**config.mk**
```make
export PLATFORM = sky130hd
export DESIGN_NAME = score_mean_median_mode_top
export DESIGN_NICKNAME = d
export VERILOG_FILES = /design/src/sv/smm_pkg.sv /design/src/sv/smm_ram.sv /design/src/sv/smm_div.sv /design/src/sv/smm_dp.sv /design/src/sv/smm_ctrl.sv /design/src/sv/score_mean_median_mode_top.sv
export VERILOG_INCLUDE_DIRS = /design/src /design/src/sv
export SDC_FILE = /design/constraint.sdc
export NUM_CORES = 2
export LEC_CHECK = 0
export ABC_AREA = 0
export BUFFER_PORTS_ARGS = -buffer_cell sky130_fd_sc_hd__buf_2
export CAP_MARGIN = 20
export CORE_MARGIN = 1
export CORE_UTILIZATION = 65
export DETAILED_ROUTE_END_ITERATION = 12
export GPL_TIMING_DRIVEN = 0
export PLACE_DENSITY = 0.86
export SETUP_SLACK_MARGIN = 0.5
export SLEW_MARGIN = 5
export SYNTH_ARGS = -nofsm -noshare
export SYNTH_HDL_FRONTEND = slang
export SYNTH_HIERARCHICAL = 1
export SYNTH_SLANG_ARGS = --single-unit
```
**constraint.sdc**
```tcl
create_clock -name clk_i -period 27.5 [get_ports clk_i]
set_input_delay 1.375 -clock clk_i [delete_from_list [all_inputs] [get_ports clk_i]]
set_output_delay 1.375 -clock clk_i [all_outputs]
set_load 0.01 [all_outputs]
```
**src/sv/score_mean_median_mode_top_defines.svh**
```systemverilog
// Assertion macros used by the block's top module.
`ifndef SCORE_MEAN_MEDIAN_MODE_TOP_DEFINES_SVH
`define SCORE_MEAN_MEDIAN_MODE_TOP_DEFINES_SVH

// Same-cycle implication, checked on the rising clock edge outside reset.
`define SMM_ASSERT_IMPLY(label, clk, rst_n, ante, cons, msg) \
  label: assert property (@(posedge clk) disable iff (!rst_n) (ante) |-> (cons)) \
    else $error(msg);

// Next-cycle implication, checked on the rising clock edge outside reset.
`define SMM_ASSERT_NEXT(label, clk, rst_n, ante, cons, msg) \
  label: assert property (@(posedge clk) disable iff (!rst_n) (ante) |=> (cons)) \
    else $error(msg);

`endif

```
**src/sv/smm_pkg.sv**
```systemverilog
package smm_pkg;

  // Sizes of the histogram and the set.
  localparam int VALUE_BINS = 128;
  localparam int BIN_W      = 7;
  localparam int SWP_W      = BIN_W + 1;
  localparam int MAX_ITEMS  = 1024;
  localparam int CNT_W      = 11;
  localparam int SUM_W      = 17;

  // Result field widths.
  localparam int FRAC_W = 8;
  localparam int AVG_W  = 15;
  localparam int MED_W  = 8;
  localparam int WORD_W = 64;
  localparam int MODE_W = 2 * WORD_W;

  // Mean divider: one quotient bit per step over the whole scaled sum.
  localparam int DIV_W  = SUM_W + FRAC_W;
  localparam int STEP_W = 5;

  typedef enum logic [2:0] {
    ST_IDLE,
    ST_UPDATE,
    ST_SCAN,
    ST_MARK,
    ST_OUT0,
    ST_OUT1
  } smm_state_e;

  // Commands from the controller to the datapath.
  typedef struct packed {
    logic load;       // request accepted: read its bin, count it
    logic update;     // write back the incremented bin
    logic scan_init;  // clear walk results and start the divider
    logic sweep_clr;  // restart the bin sweep
    logic sweep_en;   // advance the bin sweep
    logic pass;       // 0: rank and maximum walk, 1: mode marking
    logic word;       // which half of the mode bitmap is shown
    logic clear;      // empty the store for the next set
  } smm_cmd_t;

  // Status from the datapath to the controller.
  typedef struct packed {
    logic sweep_done;
    logic div_done;
  } smm_sts_t;

endpackage

```
**src/sv/smm_ram.sv**
```systemverilog
module smm_ram #(
  parameter int WIDTH = 8,
  parameter int DEPTH = 16
) (
  input  logic                     clk_i,
  input  logic                     we_i,
  input  logic [$clog2(DEPTH)-1:0] waddr_i,
  input  logic [WIDTH-1:0]         wdata_i,
  input  logic                     re_i,
  input  logic [$clog2(DEPTH)-1:0] raddr_i,
  output logic [WIDTH-1:0]         rdata_o
);

  logic [WIDTH-1:0] mem_q [DEPTH];
  logic [WIDTH-1:0] rdata_q;

  // One write port and one registered read port.
  always_ff @(posedge clk_i) begin
    if (we_i) begin
      mem_q[waddr_i] <= wdata_i;
    end
    if (re_i) begin
      rdata_q <= mem_q[raddr_i];
    end
  end

  assign rdata_o = rdata_q;

endmodule

```
**src/sv/smm_div.sv**
```systemverilog
module smm_div (
  input  logic                      clk_i,
  input  logic                      rst_ni,
  input  logic                      start_i,
  input  logic [smm_pkg::DIV_W-1:0] dividend_i,
  input  logic [smm_pkg::CNT_W-1:0] divisor_i,
  output logic                      done_o,
  output logic [smm_pkg::AVG_W-1:0] quot_o
);

  import smm_pkg::*;

  logic [STEP_W-1:0] step_q, step_d;
  logic [CNT_W-1:0]  rem_q, rem_d;
  logic [DIV_W-1:0]  dq_q, dq_d;
  logic [CNT_W-1:0]  dvs_q, dvs_d;
  logic [CNT_W:0]    rem_sh;
  logic              fits;

  // Restoring division: the dividend shifts out at the top while quotient
  // bits shift in at the bottom of the same register.
  always_comb begin
    rem_sh = {rem_q, dq_q[DIV_W-1]};
    fits   = rem_sh >= {1'b0, dvs_q};
    step_d = step_q;
    rem_d  = rem_q;
    dq_d   = dq_q;
    dvs_d  = dvs_q;
    if (start_i) begin
      dvs_d = divisor_i;
      rem_d = '0;
      if (divisor_i == '0) begin
        // An empty set has a mean of zero.
        dq_d   = '0;
        step_d = '0;
      end else begin
        dq_d   = dividend_i;
        step_d = STEP_W'(DIV_W);
      end
    end else if (step_q != '0) begin
      rem_d  = fits ? CNT_W'(rem_sh - {1'b0, dvs_q}) : rem_sh[CNT_W-1:0];
      dq_d   = {dq_q[DIV_W-2:0], fits};
      step_d = step_q - STEP_W'(1);
    end
  end

  always_ff @(posedge clk_i or negedge rst_ni) begin
    if (!rst_ni) begin
      step_q <= '0;
    end else begin
      step_q <= step_d;
    end
  end

  always_ff @(posedge clk_i) begin
    rem_q <= rem_d;
    dq_q  <= dq_d;
    dvs_q <= dvs_d;
  end

  assign done_o = step_q == '0;
  assign quot_o = dq_q[AVG_W-1:0];

endmodule

```
**src/sv/smm_dp.sv**
```systemverilog
module smm_dp (
  input  logic                       clk_i,
  input  logic                       rst_ni,
  input  smm_pkg::smm_cmd_t          cmd_i,
  output smm_pkg::smm_sts_t          sts_o,
  input  logic [smm_pkg::BIN_W-1:0]  score_i,
  output logic [smm_pkg::AVG_W-1:0]  average_q8_o,
  output logic [smm_pkg::MED_W-1:0]  median_x2_o,
  output logic [smm_pkg::CNT_W-1:0]  max_count_o,
  output logic [smm_pkg::CNT_W-1:0]  item_count_o,
  output logic [smm_pkg::WORD_W-1:0] mode_bits_o,
  output logic                       overflow_o
);

  import smm_pkg::*;

  // Set totals.
  logic [CNT_W-1:0]      cnt_q;
  logic [SUM_W-1:0]      sum_q;
  logic                  drop_q;
  logic [VALUE_BINS-1:0] vld_q;

  // Bin update of the request in flight.
  logic [BIN_W-1:0] sc_q;
  logic             ok_q;
  logic             room;

  // Bin sweep and its read pipeline.
  logic [SWP_W-1:0] sweep_q;
  logic             pv_q;
  logic [BIN_W-1:0] pbin_q;
  logic             vbit_q;
  logic             issue;

  // Walk results.
  logic [CNT_W-1:0]  seen_q;
  logic [CNT_W-1:0]  max_q;
  logic              flo_q, fhi_q;
  logic [BIN_W-1:0]  lo_q, hi_q;
  logic [MODE_W-1:0] mode_q;
  logic [CNT_W-1:0]  seen_n, rlo, rhi, hv;

  // Histogram memory signals.
  logic             ram_we, ram_re;
  logic [BIN_W-1:0] ram_raddr;
  logic [CNT_W-1:0] ram_wdata, ram_rdata;
  logic             div_done;

  assign room      = cnt_q < CNT_W'(MAX_ITEMS);
  assign issue     = sweep_q != SWP_W'(VALUE_BINS);
  assign hv        = vbit_q ? ram_rdata : '0;
  assign seen_n    = seen_q + hv;
  assign rlo       = (cnt_q - CNT_W'(1)) >> 1;
  assign rhi       = cnt_q >> 1;
  assign ram_we    = cmd_i.update && ok_q;
  assign ram_wdata = hv + CNT_W'(1);
  assign ram_re    = cmd_i.load || (cmd_i.sweep_en && issue);
  assign ram_raddr = cmd_i.load ? score_i : sweep_q[BIN_W-1:0];

  smm_ram #(
    .WIDTH(CNT_W),
    .DEPTH(VALUE_BINS)
  ) u_hist (
    .clk_i   (clk_i),
    .we_i    (ram_we),
    .waddr_i (sc_q),
    .wdata_i (ram_wdata),
    .re_i    (ram_re),
    .raddr_i (ram_raddr),
    .rdata_o (ram_rdata)
  );

  smm_div u_div (
    .clk_i      (clk_i),
    .rst_ni     (rst_ni),
    .start_i    (cmd_i.scan_init),
    .dividend_i ({sum_q, {FRAC_W{1'b0}}}),
    .divisor_i  (cnt_q),
    .done_o     (div_done),
    .quot_o     (average_q8_o)
  );

  // Totals and bin valid bits; a bin that is not valid reads as zero.
  always_ff @(posedge clk_i or negedge rst_ni) begin
    if (!rst_ni) begin
      cnt_q  <= '0;
      sum_q  <= '0;
      drop_q <= 1'b0;
      vld_q  <= '0;
    end else if (cmd_i.clear) begin
      cnt_q  <= '0;
      sum_q  <= '0;
      drop_q <= 1'b0;
      vld_q  <= '0;
    end else begin
      if (cmd_i.load) begin
        if (room) begin
          cnt_q <= cnt_q + CNT_W'(1);
          sum_q <= sum_q + SUM_W'(score_i);
        end else begin
          drop_q <= 1'b1;
        end
      end
      if (ram_we) begin
        vld_q[sc_q] <= 1'b1;
      end
    end
  end

  // Sweep control.
  always_ff @(posedge clk_i or negedge rst_ni) begin
    if (!rst_ni) begin
      sweep_q <= '0;
      pv_q    <= 1'b0;
    end else if (cmd_i.sweep_clr) begin
      sweep_q <= '0;
      pv_q    <= 1'b0;
    end else if (cmd_i.sweep_en) begin
      pv_q <= issue;
      if (issue) begin
        sweep_q <= sweep_q + SWP_W'(1);
      end
    end
  end

  // Read side registers: the bin and its valid bit travel with the read.
  always_ff @(posedge clk_i) begin
    if (cmd_i.load) begin
      sc_q   <= score_i;
      ok_q   <= room;
      vbit_q <= vld_q[score_i];
    end else if (cmd_i.sweep_en && issue) begin
      pbin_q <= sweep_q[BIN_W-1:0];
      vbit_q <= vld_q[sweep_q[BIN_W-1:0]];
    end
  end

  // Walk: ranks of the two middle values and the highest count on the first
  // pass, every bin at that count on the second.
  always_ff @(posedge clk_i) begin
    if (cmd_i.scan_init) begin
      seen_q <= '0;
      max_q  <= '0;
      flo_q  <= 1'b0;
      fhi_q  <= 1'b0;
      lo_q   <= '0;
      hi_q   <= '0;
      mode_q <= '0;
    end else if (cmd_i.sweep_en && pv_q) begin
      if (!cmd_i.pass) begin
        seen_q <= seen_n;
        if (hv > max_q) begin
          max_q <= hv;
        end
        if (!flo_q && (seen_n > rlo)) begin
          flo_q <= 1'b1;
          lo_q  <= pbin_q;
        end
        if (!fhi_q && (seen_n > rhi)) begin
          fhi_q <= 1'b1;
          hi_q  <= pbin_q;
        end
      end else if ((cnt_q != '0) && (hv == max_q)) begin
        mode_q[pbin_q] <= 1'b1;
      end
    end
  end

  assign sts_o.sweep_done = !issue && !pv_q;
  assign sts_o.div_done   = div_done;

  assign median_x2_o  = {1'b0, lo_q} + {1'b0, hi_q};
  assign max_count_o  = max_q;
  assign item_count_o = cnt_q;
  assign mode_bits_o  = cmd_i.word ? mode_q[MODE_W-1:WORD_W] : mode_q[WORD_W-1:0];
  assign overflow_o   = drop_q;

endmodule

```
**src/sv/smm_ctrl.sv**
```systemverilog
module smm_ctrl (
  input  logic              clk_i,
  input  logic              rst_ni,
  input  logic              start,
  input  logic              last_item_i,
  output logic              busy,
  output logic              result_valid_o,
  output smm_pkg::smm_cmd_t cmd_o,
  input  smm_pkg::smm_sts_t sts_i
);

  import smm_pkg::*;

  smm_state_e state_q, state_d;
  logic       last_q;

  always_ff @(posedge clk_i or negedge rst_ni) begin
    if (!rst_ni) begin
      state_q <= ST_IDLE;
    end else begin
      state_q <= state_d;
    end
  end

  // The mark of the accepted request decides whether a report follows.
  always_ff @(posedge clk_i) begin
    if (cmd_o.load) begin
      last_q <= last_item_i;
    end
  end

  // Next state and commands.
  always_comb begin
    state_d        = state_q;
    cmd_o          = '0;
    busy           = 1'b1;
    result_valid_o = 1'b0;
    unique case (state_q)
      ST_IDLE: begin
        busy       = 1'b0;
        cmd_o.load = start;
        if (start) begin
          state_d = ST_UPDATE;
        end
      end
      ST_UPDATE: begin
        cmd_o.update = 1'b1;
        if (last_q) begin
          cmd_o.scan_init = 1'b1;
          cmd_o.sweep_clr = 1'b1;
          state_d         = ST_SCAN;
        end else begin
          state_d = ST_IDLE;
        end
      end
      ST_SCAN: begin
        cmd_o.sweep_en = 1'b1;
        if (sts_i.sweep_done) begin
          cmd_o.sweep_clr = 1'b1;
          state_d         = ST_MARK;
        end
      end
      ST_MARK: begin
        cmd_o.sweep_en = 1'b1;
        cmd_o.pass     = 1'b1;
        if (sts_i.sweep_done && sts_i.div_done) begin
          state_d = ST_OUT0;
        end
      end
      ST_OUT0: begin
        result_valid_o = 1'b1;
        state_d        = ST_OUT1;
      end
      ST_OUT1: begin
        result_valid_o = 1'b1;
        cmd_o.word     = 1'b1;
        cmd_o.clear    = 1'b1;
        state_d        = ST_IDLE;
      end
      default: begin
        state_d = ST_IDLE;
      end
    endcase
  end

endmodule

```
**src/sv/score_mean_median_mode_top.sv**
```systemverilog
// Busy is high in the cycle after each accepted request.
// A request marked last starts the report: its two results follow two bin sweeps
// through the single-port histogram read; busy stays high until after them.
// Results are strobed for one cycle each; the receiver cannot stall them.
// Reset empties the histogram at once through per-bin valid bits.
`include "score_mean_median_mode_top_defines.svh"

module score_mean_median_mode_top (
  input  logic                       clk_i,
  input  logic                       rst_ni,
  input  logic                       start,
  output logic                       busy,
  input  logic [smm_pkg::BIN_W-1:0]  score_i,
  input  logic                       last_item_i,
  output logic                       result_valid_o,
  output logic [smm_pkg::AVG_W-1:0]  average_q8_o,
  output logic [smm_pkg::MED_W-1:0]  median_x2_o,
  output logic [smm_pkg::CNT_W-1:0]  max_count_o,
  output logic [smm_pkg::CNT_W-1:0]  item_count_o,
  output logic [smm_pkg::WORD_W-1:0] mode_bits_o,
  output logic                       word_index_o,
  output logic                       overflow_o,
  output logic                       last_result_o
);

  import smm_pkg::*;

  smm_cmd_t cmd;
  smm_sts_t sts;

  smm_ctrl u_ctrl (
    .clk_i          (clk_i),
    .rst_ni         (rst_ni),
    .start          (start),
    .last_item_i    (last_item_i),
    .busy           (busy),
    .result_valid_o (result_valid_o),
    .cmd_o          (cmd),
    .sts_i          (sts)
  );

  smm_dp u_dp (
    .clk_i        (clk_i),
    .rst_ni       (rst_ni),
    .cmd_i        (cmd),
    .sts_o        (sts),
    .score_i      (score_i),
    .average_q8_o (average_q8_o),
    .median_x2_o  (median_x2_o),
    .max_count_o  (max_count_o),
    .item_count_o (item_count_o),
    .mode_bits_o  (mode_bits_o),
    .overflow_o   (overflow_o)
  );

  // Word number and final flag are one signal: low on the first result, high on the second.
  assign word_index_o  = cmd.word;
  assign last_result_o = cmd.word;

  // An accepted request always occupies the following cycle.
  `SMM_ASSERT_NEXT(a_accept_busy, clk_i, rst_ni, start && !busy, busy, "accept not followed by busy")
  // The lower mode word is always followed by the upper one.
  `SMM_ASSERT_NEXT(a_word_pair, clk_i, rst_ni, result_valid_o && !word_index_o, result_valid_o && word_index_o, "second result missing")
  // A report holds exactly two results.
  `SMM_ASSERT_NEXT(a_two_only, clk_i, rst_ni, result_valid_o && word_index_o, !result_valid_o, "extra result after report")
  // No request is taken while results are shown.
  `SMM_ASSERT_IMPLY(a_out_busy, clk_i, rst_ni, result_valid_o, busy, "result while idle")

endmodule
```
==> flow_summary.yaml <==
run_status:
  status: "complete, no violations"
global_route:
  grt_usage: 0.3831
  grt_overflow_total: 0
  grt_pass1_vias: 44800
  grt_pass1_wl_um: 315300
  grt_max_degree: 108
  antenna_found_initial: 14
clock_tree:
  cts-buffers-inserted: 175
  cts_num_sinks: 1823
  postCtsResizedCells: 0
  clk_latency_ps: 810
  clockBufferDepth: 3
  cts-root-buf: "clkbuf_16"
  post-cts-setup-buffer-count: 0
  postCtsHoldBufs: 0
  clk_pin_slew_ps: 60
  cts_tree: "built"
  htree_levels: 4
synth:
  seq_area_frac_synth: 0.6943
  postSynthCellCount: 4232
  yosysUniqueCellTypes: 99
  avgSynthCellArea_um2: 17.73
  syn-cell-area_mm2: 0.07503
  synth_seq_cells: 1823
  synth-edff-count: 1472
  ys_warn_count: 6
  synthArstFlopShare: 0.09545
  ys.flop_type: "edfxtp_1"
finish:
  syn2layout_area_growth_pct: 13.32
  final_nets: 4745
  drive_above_1_share: 0.2683
  fin_cells: 6330
drt:
  antenna_left: 0
  routed_wl_um: 224900
  viasPerCell: 7.208
  dr_total_vias: 45620
  drtIter0Drc: 7439
  drc: 0
  wl_per_cell_um: 35.52
  drt_pass1_iterations: 7
pwr:
  vdd_drop_max_mv: 0.07852
  finalPower_uw: 9142
  power_density_mw_per_mm2: 107.5
  power.leakage_uw: 0.02983
sta:
  hold_viol_final: 0
  drv_slew: 0
  tns_ps: 0
  period_share: 0.2658
  fin_worst_skew_ps: 38.37
  holdWs_ps: 462.1
  relSlewSlack: 0.1487
  rsz0062_at_grt: "false"
  max_freq_ghz: 0.1368
  setup_viol: 0
  final.min_clock_period_ps: 7310
  tightest_slew_ps: 1272
die:
  die_w_um: 341.8
  core_area_mm2: 0.1143
  rows: 124
  die_h_um: 341.8
  ios: 125
  die-area_mm2: 0.1168
  start_util: 0.6562
worst_hold_path:
  hold_depth: 2
  hold_class: "register to register"
  holdPathEnd: "u_dp/seen_q[0]"
  min_from: "u_dp/seen_q[0]"
placed_design:
  io_buffers: 124
  placed_cells: 5944
  place_hpwl_um: 138200
  gp_congestion: 0.9135
critical_path:
  crit_path_top_delay_cell: "buf_1"
  crit_fanout: 10
  worstSetupStartpointType: "register"
  cp.required_ps: 28040
  critical_path_class: "register to register"
  r2r-start: "u_ctrl/state_q[1]"
  worstPathArrival_ps: 7850
  crit_chain: "buf_6 > or3_4 > nor2_2 > clkbuf_1 > mux2_2 > clkbuf_1 > buf_1 > clkbuf_1 > mux4_2 > mux4_2 > mux4_2 > mux2_2"
  worst-r2r-setup-slack_ps: 20190
  cpPeakStageDelay_ps: 970
  reg2regPathDepth: 12
  r2r_end: "u_dp/u_hist/rdata_o[5]"
  end_kind: "register"
flow_run:
  maxCapViolCount: 0
## how the worst max path moves through the flow
stage	start	slack, ps	to
floorplan	u_dp/vbit_q	18000	u_dp/u_hist/mem_q[0][9]
global placement	u_dp/vbit_q	11040	u_dp/u_hist/mem_q[94][9]
detailed placement	start	20180	u_dp/u_hist/rdata_o[8]
CTS	u_ctrl/state_q[1]	20500	u_dp/u_hist/rdata_o[8]
global route	u_ctrl/state_q[1]	20310	u_dp/u_hist/rdata_o[8]
finish	u_ctrl/state_q[1]	20190	u_dp/u_hist/rdata_o[5]
## sequential cells by signal, indices dropped and copies added (netlist names), 3 cells and up
name	count
u_ctrl/state_q	3
u_dp/hi_q	7
u_dp/item_count_o	11
u_dp/lo_q	7
u_dp/max_count_o	11
u_dp/mode_q	128
u_dp/pbin_q	7
u_dp/sc_q	7
u_dp/seen_q	11
u_dp/sum_q	17
u_dp/sweep_q	8
u_dp/u_div/dq_q	25
u_dp/u_div/dvs_q	11
u_dp/u_div/rem_q	11
u_dp/u_div/step_q	5
u_dp/u_hist/mem_q	1408
u_dp/u_hist/rdata_o	11
u_dp/vld_q	128
## per-stage QoR
step | cell area, um^2 | util | setup slack, ps
finish | 85030 | 0.7436 | 20190
CTS | 84520 | 0.7392 | 20500
floorplan | 75060 | - | 18000
detailed placement | 78790 | 0.6891 | 20180
global route | 85010 | 0.7435 | 20310
global placement | 77570 | 0.6784 | 11040
## report_power, final
| group | switching, uW | internal, uW | total, uW |
|---|---|---|---|
| Combinational | 1960 | 1350 | 3310 |
| Clock | 1090 | 1350 | 2440 |
| Sequential | 129 | 3270 | 3390 |
| Total | 3180 | 5970 | 9140 |
## Yosys cell counts (4+ instances only)
master	instances	area [um^2]
edfxtp_1	1472	44200
o21bai_1	8	60.06
a21oi_1	305	1526
or3_1	4	25.02
and2_1	7	43.79
ha_1	65	813.3
buf_1	20	75.07
a22o_1	25	219.0
a22oi_1	4	30.03
nand2_1	115	431.7
xnor2_1	51	446.7
o21ai_0	24	120.1
a21o_1	9	67.56
nor2_1	511	1918
mux2i_1	32	320.3
o21a_1	10	75.07
buf_4	22	165.2
clkbuf_1	150	563.0
mux2_2	84	945.9
xor2_1	20	175.2
nand3_1	27	135.1
nand4_1	21	131.4
buf_6	9	101.4
dfrtp_1	174	4354
a31oi_1	8	50.05
inv_1	64	240.2
and3_1	8	50.05
nor3_1	42	210.2
nand2b_1	21	131.4
nand3b_1	9	67.56
nor4_1	7	43.79
mux4_2	546	12300
nor3b_1	5	37.54
nor4b_1	4	35.03
a211oi_1	8	60.06
buf_2	50	250.2
dfxtp_1	177	3543
nor2b_1	20	125.1
## final cells by class
cell class	count	area, um^2
repair buffers	250	2176
plain buffers	252	1162
inverters	68	255.2
fillers	5971	29320
clock buffers	225	4751
diodes	6	15.01
clock inverters	98	975.9
well taps	1512	1892
flip-flops and latches	1823	52100
multi-input cells	2096	21700
## cells by family after synthesis
kind of cell	Yosys count	synth area share
multiplexers	662	0.1808
buffers and inverters	320	0.01886
AO/OA/AOI/OAI	455	0.03679
AND/OR/NAND/NOR	829	0.04871
XOR/XNOR	72	0.008588
adder cells (fa/ha/maj)	70	0.01191
flip-flops	1823	0.6943
other	1	0.00004998
## cell usage in the layout, fill, tap and decap left out, drive strengths merged, types with 10 or more instances in the layout
cell	instances
a211oi	12
xnor2	51
nor2	515
nand3	28
buf	348
mux2i	32
ha	65
nand2b	21
dfrtp	174
o21ai	29
a21oi	308
nand4	21
clkbuf	379
o21a	10
dfxtp	177
nand2	116
nor3	44
a22o	25
clkinv	76
xor2	20
edfxtp	1472
inv	74
mux2	84
bufinv	12
nor2b	20
mux4	546
## metal layers
metal	share of wire	track usage
met1	0.31	0.4660
met2	0.48	0.6161
met3	0.13	0.1030
met4	0.081	0.2374
met5	0.00052	0
## critical path, delay by kind of cell (launching register included)
kind                   cells  cell delay [ps]
buffers and inverters      5             3410
muxes                      5             2380
and+or+nand+nor            2              830
DFF                        1              400
No activity file was read; power rests on OpenSTA's default activity.
